**src/hw/rtl/fcsb_pkg.sv**
```systemverilog
// ----------------------------------------------------------------------------
// fcsb_pkg
// Shared types and codes for the sphere/box frustum culling block.
// ----------------------------------------------------------------------------
package fcsb_pkg;

   localparam int COORD_W = 32;
   localparam int RADIUS_W = 31;

   // command codes
   localparam logic [1:0] CMD_WRITE  = 2'd0;
   localparam logic [1:0] CMD_SPHERE = 2'd1;
   localparam logic [1:0] CMD_BOX    = 2'd2;

   // coefficient position within a plane
   localparam logic [1:0] COEF_A = 2'd0;
   localparam logic [1:0] COEF_B = 2'd1;
   localparam logic [1:0] COEF_C = 2'd2;
   localparam logic [1:0] COEF_D = 2'd3;

   // verdict codes
   localparam logic [1:0] VERDICT_OUTSIDE = 2'd0;
   localparam logic [1:0] VERDICT_PARTLY  = 2'd1;
   localparam logic [1:0] VERDICT_INSIDE  = 2'd2;
   localparam logic [1:0] VERDICT_CULLED  = 2'd0;
   localparam logic [1:0] VERDICT_VISIBLE = 2'd1;

   typedef struct packed {
      logic [1:0]                  command;
      logic [4:0]                  coef_index;
      logic signed [COORD_W-1:0]   coef_value;
      logic signed [COORD_W-1:0]   x_low;
      logic signed [COORD_W-1:0]   y_low;
      logic signed [COORD_W-1:0]   z_low;
      logic signed [COORD_W-1:0]   x_high;
      logic signed [COORD_W-1:0]   y_high;
      logic signed [COORD_W-1:0]   z_high;
      logic [RADIUS_W-1:0]         radius;
   } req_payload_type;

   typedef struct packed {
      logic [1:0]                  verdict;
      logic signed [COORD_W-1:0]   view_distance;
   } rsp_payload_type;

endpackage

```
**src/hw/rtl/fcsb_if.sv**
```systemverilog
// ----------------------------------------------------------------------------
// fcsb_if
// Valid/ready channels for request items and result items.
// ----------------------------------------------------------------------------
interface fcsb_req_if;
   logic                      valid;
   logic                      ready;
   fcsb_pkg::req_payload_type data;

   modport source (output valid, output data, input ready);
   modport sink   (input valid, input data, output ready);
endinterface

interface fcsb_rsp_if;
   logic                      valid;
   logic                      ready;
   fcsb_pkg::rsp_payload_type data;

   modport source (output valid, output data, input ready);
   modport sink   (input valid, input data, output ready);
endinterface

```
**src/hw/rtl/frustum_cull_sphere_box.sv**
```systemverilog
// ----------------------------------------------------------------------------
// frustum_cull_sphere_box
// Frustum culling of spheres and axis-aligned boxes against stored planes,
// one shared 32x32 multiplier stepping through every plane coefficient.
// ----------------------------------------------------------------------------
//  channel   dir   handshake      contents
//  req_ch    in    valid/ready    command, coefficient write, sphere or box
//  rsp_ch    out   valid/ready    verdict, view_distance
//
//  In a sphere or box test the multiplier takes one coefficient per cycle,
//  behind a registered coefficient read and followed by an accumulate stage.
//  req_ch is ready only when no test is running; a result waiting on rsp_ch
//  does not block the next item, only the completion of the following test.
//  Reset is synchronous; the plane store is not cleared.
// ----------------------------------------------------------------------------
module frustum_cull_sphere_box #(
   parameter int PLANE_COUNT = 6,
   parameter int FRAC_BITS   = 16
) (
   input  logic        clock,
   input  logic        reset,
   fcsb_req_if.sink    req_ch,
   fcsb_rsp_if.source  rsp_ch
);
   import fcsb_pkg::*;

   localparam int SLOT_COUNT = PLANE_COUNT * 4;
   localparam int SLOT_W     = $clog2(SLOT_COUNT);
   localparam int PROD_W     = 2 * COORD_W;
   localparam int ACC_W      = PROD_W + 3;
   localparam logic [SLOT_W-1:0] LAST_SLOT = SLOT_W'(SLOT_COUNT - 1);
   localparam logic signed [COORD_W-1:0] ONE_FIX = COORD_W'(1) << FRAC_BITS;

   localparam logic [1:0] ST_IDLE = 2'd0;
   localparam logic [1:0] ST_RUN  = 2'd1;
   localparam logic [1:0] ST_DONE = 2'd2;

   logic [1:0]                 state_ff, state_in;
   logic                       issue_ff, issue_in;
   logic [SLOT_W-1:0]          cnt_ff, cnt_in;
   logic                       s1_valid_ff, s1_valid_in;
   logic                       s2_valid_ff, s2_valid_in;
   logic                       rsp_valid_ff, rsp_valid_in;

   logic signed [COORD_W-1:0]  plane_mem [SLOT_COUNT];
   logic signed [COORD_W-1:0]  coef_ff;
   logic [SLOT_W-1:0]          s1_slot_ff;
   logic [SLOT_W-1:0]          s2_slot_ff;
   logic signed [PROD_W-1:0]   prod_ff;
   logic signed [ACC_W-1:0]    acc_ff;
   logic signed [ACC_W-1:0]    dist_ff;
   logic                       outside_ff;
   logic                       above_ff;
   logic                       sphere_ff;
   logic [RADIUS_W-1:0]        radius_ff;
   logic signed [COORD_W-1:0]  x_hi_ff, x_lo_ff, y_hi_ff, y_lo_ff, z_hi_ff, z_lo_ff;
   logic [1:0]                 rsp_verdict_ff;
   logic signed [COORD_W-1:0]  rsp_dist_ff;

   logic                       req_fire;
   logic                       test_start;
   logic                       is_sphere;
   logic                       slot_ok;
   logic signed [COORD_W-1:0]  oper;
   logic signed [ACC_W-1:0]    r_scaled;
   logic signed [ACC_W-1:0]    psum;
   logic                       plane_out;
   logic                       plane_above;
   logic signed [ACC_W-1:0]    fin_sum;
   logic signed [ACC_W-1:0]    fin_shift;
   logic                       fin_fits;
   logic signed [COORD_W-1:0]  fin_dist;
   logic [1:0]                 fin_verdict;

   assign req_ch.ready = (state_ff == ST_IDLE);
   assign req_fire     = req_ch.valid && req_ch.ready;
   assign is_sphere    = (req_ch.data.command == CMD_SPHERE);
   assign test_start   = req_fire &&
                         (req_ch.data.command == CMD_SPHERE || req_ch.data.command == CMD_BOX);
   assign slot_ok      = ({1'b0, req_ch.data.coef_index} < 6'(SLOT_COUNT));

   // ---------------- control ----------------
   always_comb begin
      state_in     = state_ff;
      issue_in     = issue_ff;
      cnt_in       = cnt_ff;
      s1_valid_in  = issue_ff;
      s2_valid_in  = s1_valid_ff;
      rsp_valid_in = rsp_valid_ff && !rsp_ch.ready;
      unique case (state_ff)
         ST_IDLE: begin
            if (test_start) begin
               state_in = ST_RUN;
               issue_in = 1'b1;
               cnt_in   = '0;
            end
         end
         ST_RUN: begin
            if (issue_ff) begin
               if (cnt_ff == LAST_SLOT) begin
                  issue_in = 1'b0;
                  cnt_in   = '0;
               end else begin
                  cnt_in = cnt_ff + 1'b1;
               end
            end
            if (s2_valid_ff && s2_slot_ff == LAST_SLOT) begin
               state_in = ST_DONE;
            end
         end
         ST_DONE: begin
            if (!rsp_valid_ff || rsp_ch.ready) begin
               rsp_valid_in = 1'b1;
               state_in     = ST_IDLE;
            end
         end
         default: begin
            state_in = ST_IDLE;
         end
      endcase
   end

   always_ff @(posedge clock) begin
      if (reset) begin
         state_ff     <= ST_IDLE;
         issue_ff     <= 1'b0;
         cnt_ff       <= '0;
         s1_valid_ff  <= 1'b0;
         s2_valid_ff  <= 1'b0;
         rsp_valid_ff <= 1'b0;
      end else begin
         state_ff     <= state_in;
         issue_ff     <= issue_in;
         cnt_ff       <= cnt_in;
         s1_valid_ff  <= s1_valid_in;
         s2_valid_ff  <= s2_valid_in;
         rsp_valid_ff <= rsp_valid_in;
      end
   end

   // ---------------- plane store ----------------
   always_ff @(posedge clock) begin
      if (req_fire && req_ch.data.command == CMD_WRITE && slot_ok) begin
         plane_mem[req_ch.data.coef_index[SLOT_W-1:0]] <= req_ch.data.coef_value;
      end
      if (issue_ff) begin
         coef_ff <= plane_mem[cnt_ff];
      end
   end

   // ---------------- operand latch ----------------
   // Box: the corner farthest along the normal is the larger bound for a
   // non-negative coefficient and the smaller one otherwise.
   always_ff @(posedge clock) begin
      if (test_start) begin
         sphere_ff <= is_sphere;
         radius_ff <= is_sphere ? req_ch.data.radius : '0;
         if (is_sphere || req_ch.data.x_high >= req_ch.data.x_low) begin
            x_hi_ff <= is_sphere ? req_ch.data.x_low : req_ch.data.x_high;
            x_lo_ff <= req_ch.data.x_low;
         end else begin
            x_hi_ff <= req_ch.data.x_low;
            x_lo_ff <= req_ch.data.x_high;
         end
         if (is_sphere || req_ch.data.y_high >= req_ch.data.y_low) begin
            y_hi_ff <= is_sphere ? req_ch.data.y_low : req_ch.data.y_high;
            y_lo_ff <= req_ch.data.y_low;
         end else begin
            y_hi_ff <= req_ch.data.y_low;
            y_lo_ff <= req_ch.data.y_high;
         end
         if (is_sphere || req_ch.data.z_high >= req_ch.data.z_low) begin
            z_hi_ff <= is_sphere ? req_ch.data.z_low : req_ch.data.z_high;
            z_lo_ff <= req_ch.data.z_low;
         end else begin
            z_hi_ff <= req_ch.data.z_low;
            z_lo_ff <= req_ch.data.z_high;
         end
      end
   end

   // ---------------- multiply stage ----------------
   always_comb begin
      case (s1_slot_ff[1:0])
         COEF_A:  oper = coef_ff[COORD_W-1] ? x_lo_ff : x_hi_ff;
         COEF_B:  oper = coef_ff[COORD_W-1] ? y_lo_ff : y_hi_ff;
         COEF_C:  oper = coef_ff[COORD_W-1] ? z_lo_ff : z_hi_ff;
         default: oper = ONE_FIX;
      endcase
   end

   always_ff @(posedge clock) begin
      s1_slot_ff <= cnt_ff;
      if (s1_valid_ff) begin
         prod_ff    <= PROD_W'(coef_ff) * PROD_W'(oper);
         s2_slot_ff <= s1_slot_ff;
      end
   end

   // ---------------- accumulate and classify ----------------
   assign r_scaled    = ACC_W'(radius_ff) <<< FRAC_BITS;
   assign psum        = ((s2_slot_ff[1:0] == COEF_A) ? ACC_W'(0) : acc_ff) + ACC_W'(prod_ff);
   assign plane_out   = (psum <= -r_scaled);
   assign plane_above = (psum > r_scaled);

   always_ff @(posedge clock) begin
      if (test_start) begin
         outside_ff <= 1'b0;
         above_ff   <= 1'b1;
      end else if (s2_valid_ff) begin
         acc_ff <= psum;
         if (s2_slot_ff[1:0] == COEF_D) begin
            dist_ff    <= psum;
            outside_ff <= outside_ff || plane_out;
            above_ff   <= above_ff && plane_above;
         end
      end
   end

   // ---------------- result ----------------
   assign fin_sum   = dist_ff + r_scaled;
   assign fin_shift = fin_sum >>> FRAC_BITS;
   assign fin_fits  = (&fin_shift[ACC_W-1:COORD_W-1]) || !(|fin_shift[ACC_W-1:COORD_W-1]);

   always_comb begin
      if (!sphere_ff || outside_ff) begin
         fin_dist = '0;
      end else if (fin_fits) begin
         fin_dist = fin_shift[COORD_W-1:0];
      end else if (fin_shift[ACC_W-1]) begin
         fin_dist = {1'b1, {(COORD_W-1){1'b0}}};
      end else begin
         fin_dist = {1'b0, {(COORD_W-1){1'b1}}};
      end
      if (outside_ff) begin
         fin_verdict = sphere_ff ? VERDICT_OUTSIDE : VERDICT_CULLED;
      end else if (!sphere_ff) begin
         fin_verdict = VERDICT_VISIBLE;
      end else begin
         fin_verdict = above_ff ? VERDICT_INSIDE : VERDICT_PARTLY;
      end
   end

   always_ff @(posedge clock) begin
      if (state_ff == ST_DONE && (!rsp_valid_ff || rsp_ch.ready)) begin
         rsp_verdict_ff <= fin_verdict;
         rsp_dist_ff    <= fin_dist;
      end
   end

   assign rsp_ch.valid              = rsp_valid_ff;
   assign rsp_ch.data.verdict       = rsp_verdict_ff;
   assign rsp_ch.data.view_distance = rsp_dist_ff;

endmodule

```
**src/flat_wrapper.sv**
```systemverilog
// flat-port wrapper written by rule: the top's interface ports become plain ports
module frustum_cull_sphere_box_flat import fcsb_pkg::*;
#(
   parameter int PLANE_COUNT = 6,
   parameter int FRAC_BITS   = 16
)
  (clock, reset, req_ch_valid, req_ch_data, req_ch_ready, rsp_ch_valid, rsp_ch_data, rsp_ch_ready);
  fcsb_req_if req_ch_i ();
  fcsb_rsp_if rsp_ch_i ();
  input  logic clock;
  input  logic reset;
  input wire logic [$bits(req_ch_i.valid)-1:0] req_ch_valid;
  input wire logic [$bits(req_ch_i.data)-1:0] req_ch_data;
  output wire logic [$bits(req_ch_i.ready)-1:0] req_ch_ready;
  output wire logic [$bits(rsp_ch_i.valid)-1:0] rsp_ch_valid;
  output wire logic [$bits(rsp_ch_i.data)-1:0] rsp_ch_data;
  input wire logic [$bits(rsp_ch_i.ready)-1:0] rsp_ch_ready;
  assign req_ch_i.valid = req_ch_valid;
  assign req_ch_i.data = req_ch_data;
  assign req_ch_ready = req_ch_i.ready;
  assign rsp_ch_valid = rsp_ch_i.valid;
  assign rsp_ch_data = rsp_ch_i.data;
  assign rsp_ch_i.ready = rsp_ch_ready;
  frustum_cull_sphere_box #(.PLANE_COUNT(PLANE_COUNT), .FRAC_BITS(FRAC_BITS)) u_core (.clock(clock), .reset(reset), .req_ch(req_ch_i), .rsp_ch(rsp_ch_i));
endmodule
```
**config.mk**
```make
export PLATFORM = sky130hd
export DESIGN_NAME = frustum_cull_sphere_box_flat
export DESIGN_NICKNAME = d
export VERILOG_FILES = /design/src/hw/rtl/fcsb_pkg.sv /design/src/hw/rtl/fcsb_if.sv /design/src/hw/rtl/frustum_cull_sphere_box.sv /design/src/flat_wrapper.sv
export SDC_FILE = /design/constraint.sdc
export NUM_CORES = 2
export LEC_CHECK = 0
export ABC_AREA = 1
export BUFFER_PORTS_ARGS = -buffer_cell sky130_fd_sc_hd__buf_2
export CAP_MARGIN = 20
export CORE_MARGIN = 1.5
export CORE_UTILIZATION = 40
export CTS_CLUSTER_DIAMETER = 50
export CTS_CLUSTER_SIZE = 40
export DETAILED_ROUTE_END_ITERATION = 8
export PLACE_DENSITY = 0.55
export SLEW_MARGIN = 25
export SYNTH_ARGS = -nofsm -noshare
export SYNTH_HDL_FRONTEND = slang
export SYNTH_SLANG_ARGS = --single-unit
```
**constraint.sdc**
```tcl
create_clock -name clock -period 15.1 [get_ports clock]
set_input_delay 0.755 -clock clock [delete_from_list [all_inputs] [get_ports clock]]
set_output_delay 0.755 -clock clock [all_outputs]
set_load 0.02 [all_outputs]
```
==> flow_summary.yaml <==
clocking:
  hold_buffers: 0
  cts_root_buffer: "clkbuf_16"
  cts-buffers-inserted: 149
  cts_setup_buffers: 0
  cts_resized: 0
  clk_pin_slew_ps: 70
  cts.sinks: 1263
  h-tree-depth: 4
  insertion_delay_ps: 810
  clock_path_buffers: 3
  tritoncts: "built"
setup_path:
  r2r_start: "u_core.coef_ff[31]"
  r2r-end: "u_core.prod_ff[61]"
  required_ps: 15640
  worstRegToRegCells: 29
  start_kind: "register"
  endpoint_kind: "register"
  startpoint: "u_core.coef_ff[31]"
  crit_path_max_incr_delay_ps: 1060
  critPathArrivalTime_ps: 10790
  cpMostUsedCell: "fa_1"
  crit_type: "register to register"
  r2r_slack_ps: 4840
  worstPathMaxFanout: 98
  cp_slowest_cell: "fa_1"
timing:
  setup_ws_ps: 4840
  timing.fmax_mhz: 97.5
  setup_viol: 0
  period_minus_slack_ps: 10260
  slew_headroom_pct: 29.1
  fin_hold_ws_ps: 204
  rsz0062_at_grt: "false"
  setup_tns_ps: 0
  hold_viol: 0
  min_period_over_period_pct: 67.9
  slew_viol_final: 0
  max_slew.worst_pin.slew_ps: 1060
  finClkSkew_ps: 87.0
synth:
  postSynthAreaPerCell_um2: 9.19
  synth_area_um2: 101000
  synth_fa_ha_area_share_pct: 27.3
  synth_flop_cell: "edfxtp_1"
  syn_nets: 12762
  synth_edf_count: 1245
  ys_ff_latch: 1263
  ys_seq_area_share_pct: 37.5
  synth_warnings: 0
  synthCells: 10949
  synth-xor-area-share_pct: 1.45
  ys_async_sr_fraction_pct: 0
  ys_types: 66
  synth_top_family_by_area: "adder cells"
  synth_mux_area_share_pct: 0
  synthSimpleGateAreaFrac_pct: 14.7
  synth_compound_area_share_pct: 8.79
floorplan:
  core_um2: 249000
  row_count: 183
  dieArea_um2: 255000
  die_h_um: 505
  die_w_um: 505
  initial_core_util_pct: 40.4
  ios: 302
min_path:
  worstHoldEndpoint: "u_core.radius_ff[8]"
  hp-start: "req_ch_data[8]"
  hp-class: "primary input to register"
  hold_depth: 3
global_route:
  grt_pass1_wl_um: 495000
  grt-ovfl-total: 0
  antenna_found_initial: 17
  grt_use_total_pct: 25.8
  grt_pass1_vias: 79107
  grt_max_degree: 173
route:
  drt-pass1-iter-count: 7
  wl_per_cell_um: 22.6
  dr_total_vias: 76598
  ant_nets: 0
  drtIter0Drc: 6869
  routed_wl_um: 329000
  drc: 0
  vias_per_cell: 5.26
layout:
  fin_util_pct: 44.8
  fillers: 23889
  area_growth_pct: 10.9
  layout-drive-gt1-share_pct: 7.46
  final_cell_mix: "inv_1, nand2_1, edfxtp_1"
  nets: 12912
run_status:
  outcome: "complete, no violations"
placement:
  place_congestion: 0.972
  hpwl_um: 237000
  pre_cts_ws_ps: 4990
  port_buffers: 301
run:
  maxCapViolations: 0
==> worst max path at each step <==
stage | depth (start not counted) | slack (ps) | to
5_1_grt | 31 | 4220 | u_core.prod_ff[62]
2_1_floorplan | 29 | 6790 | u_core.prod_ff[61]
3_3_place_gp | 31 | 5140 | u_core.prod_ff[62]
4_1_cts | 31 | 4900 | u_core.prod_ff[62]
6_report | 29 | 4840 | u_core.prod_ff[61]
3_5_place_dp | 29 | 4990 | u_core.prod_ff[61]
==> worst max-delay path, delay by kind of cell (launching register included) <==
| family | cells | cell delay [ps] |
|---|---|---|
| adder cells (fa/ha/maj) | 9 | 5160 |
| buffers and inverters | 9 | 2360 |
| AO/OA/AOI/OAI | 8 | 1520 |
| flip-flops | 1 | 360 |
| AND/OR/NAND/NOR | 2 | 250 |
| XOR/XNOR | 1 | 150 |
==> routing by layer <==
metal  vias up  GRT usage, %  routed length [µm]  share of wire, %
li1      34984             -                   -                 -
met1     38068          35.2              142000                43
met2      2950          41.3              151000                46
met3       570          4.56               25200               7.7
met4        26          8.67               11600               3.5
met5         -             0                 164             0.050
==> cell usage after synthesis, types with 33 or more instances <==
master	number	area, µm²
xor2_1	113	990
xnor2_1	54	473
o22ai_1	48	300
ha_1	463	5790
inv_1	2277	8550
nor3_1	38	190
buf_1	55	206
fa_1	1084	21700
nor2_1	1007	3780
a21oi_1	325	1630
edfxtp_1	1245	37400
nand3_1	220	1100
o21ai_0	810	4050
nand4_1	70	438
a31oi_1	33	206
nand2_1	2271	8520
o221ai_1	169	1480
clkbuf_1	376	1410
==> state kept, by name, summed over array words and instances, names as in the netlist, 51 cells and up <==
name	cells
u_core.prod_ff	64
u_core.dist_ff	51
u_core.plane_mem	768
u_core.acc_ff	67
==> cells by family after synthesis <==
family | count (synthesis)
XOR/XNOR | 167
adder cells (fa/ha/maj) | 1547
buffers and inverters | 2726
flip-flops | 1263
AO/OA/AOI/OAI | 1538
AND/OR/NAND/NOR | 3708
==> metrics by stage <==
step / cell area [µm²] / instances
after floorplan: 101000 / 10949
after global placement: 106000 / 14276
after detailed placement: 106000 / 14276
after CTS: 112000 / 14549
after global routing: 112000 / 14552
final: 112000 / 14554
==> layout make-up <==
type	count	area, µm²	area share, %
Clock buffer	158	3760	3.37
Timing Repair Buffer	441	2600	2.33
Antenna cell	3	7.51	0.00672
Sequential cell	1263	37800	33.8
Inverter	2284	8590	7.69
Multi-Input combinational cell	6960	53200	47.7
Tap cell	3330	4170	3.73
Clock inverter	115	1540	1.38
Power is not shown: default switching activity piles up to over one toggle a cycle in this logic, so the estimate is an artifact.
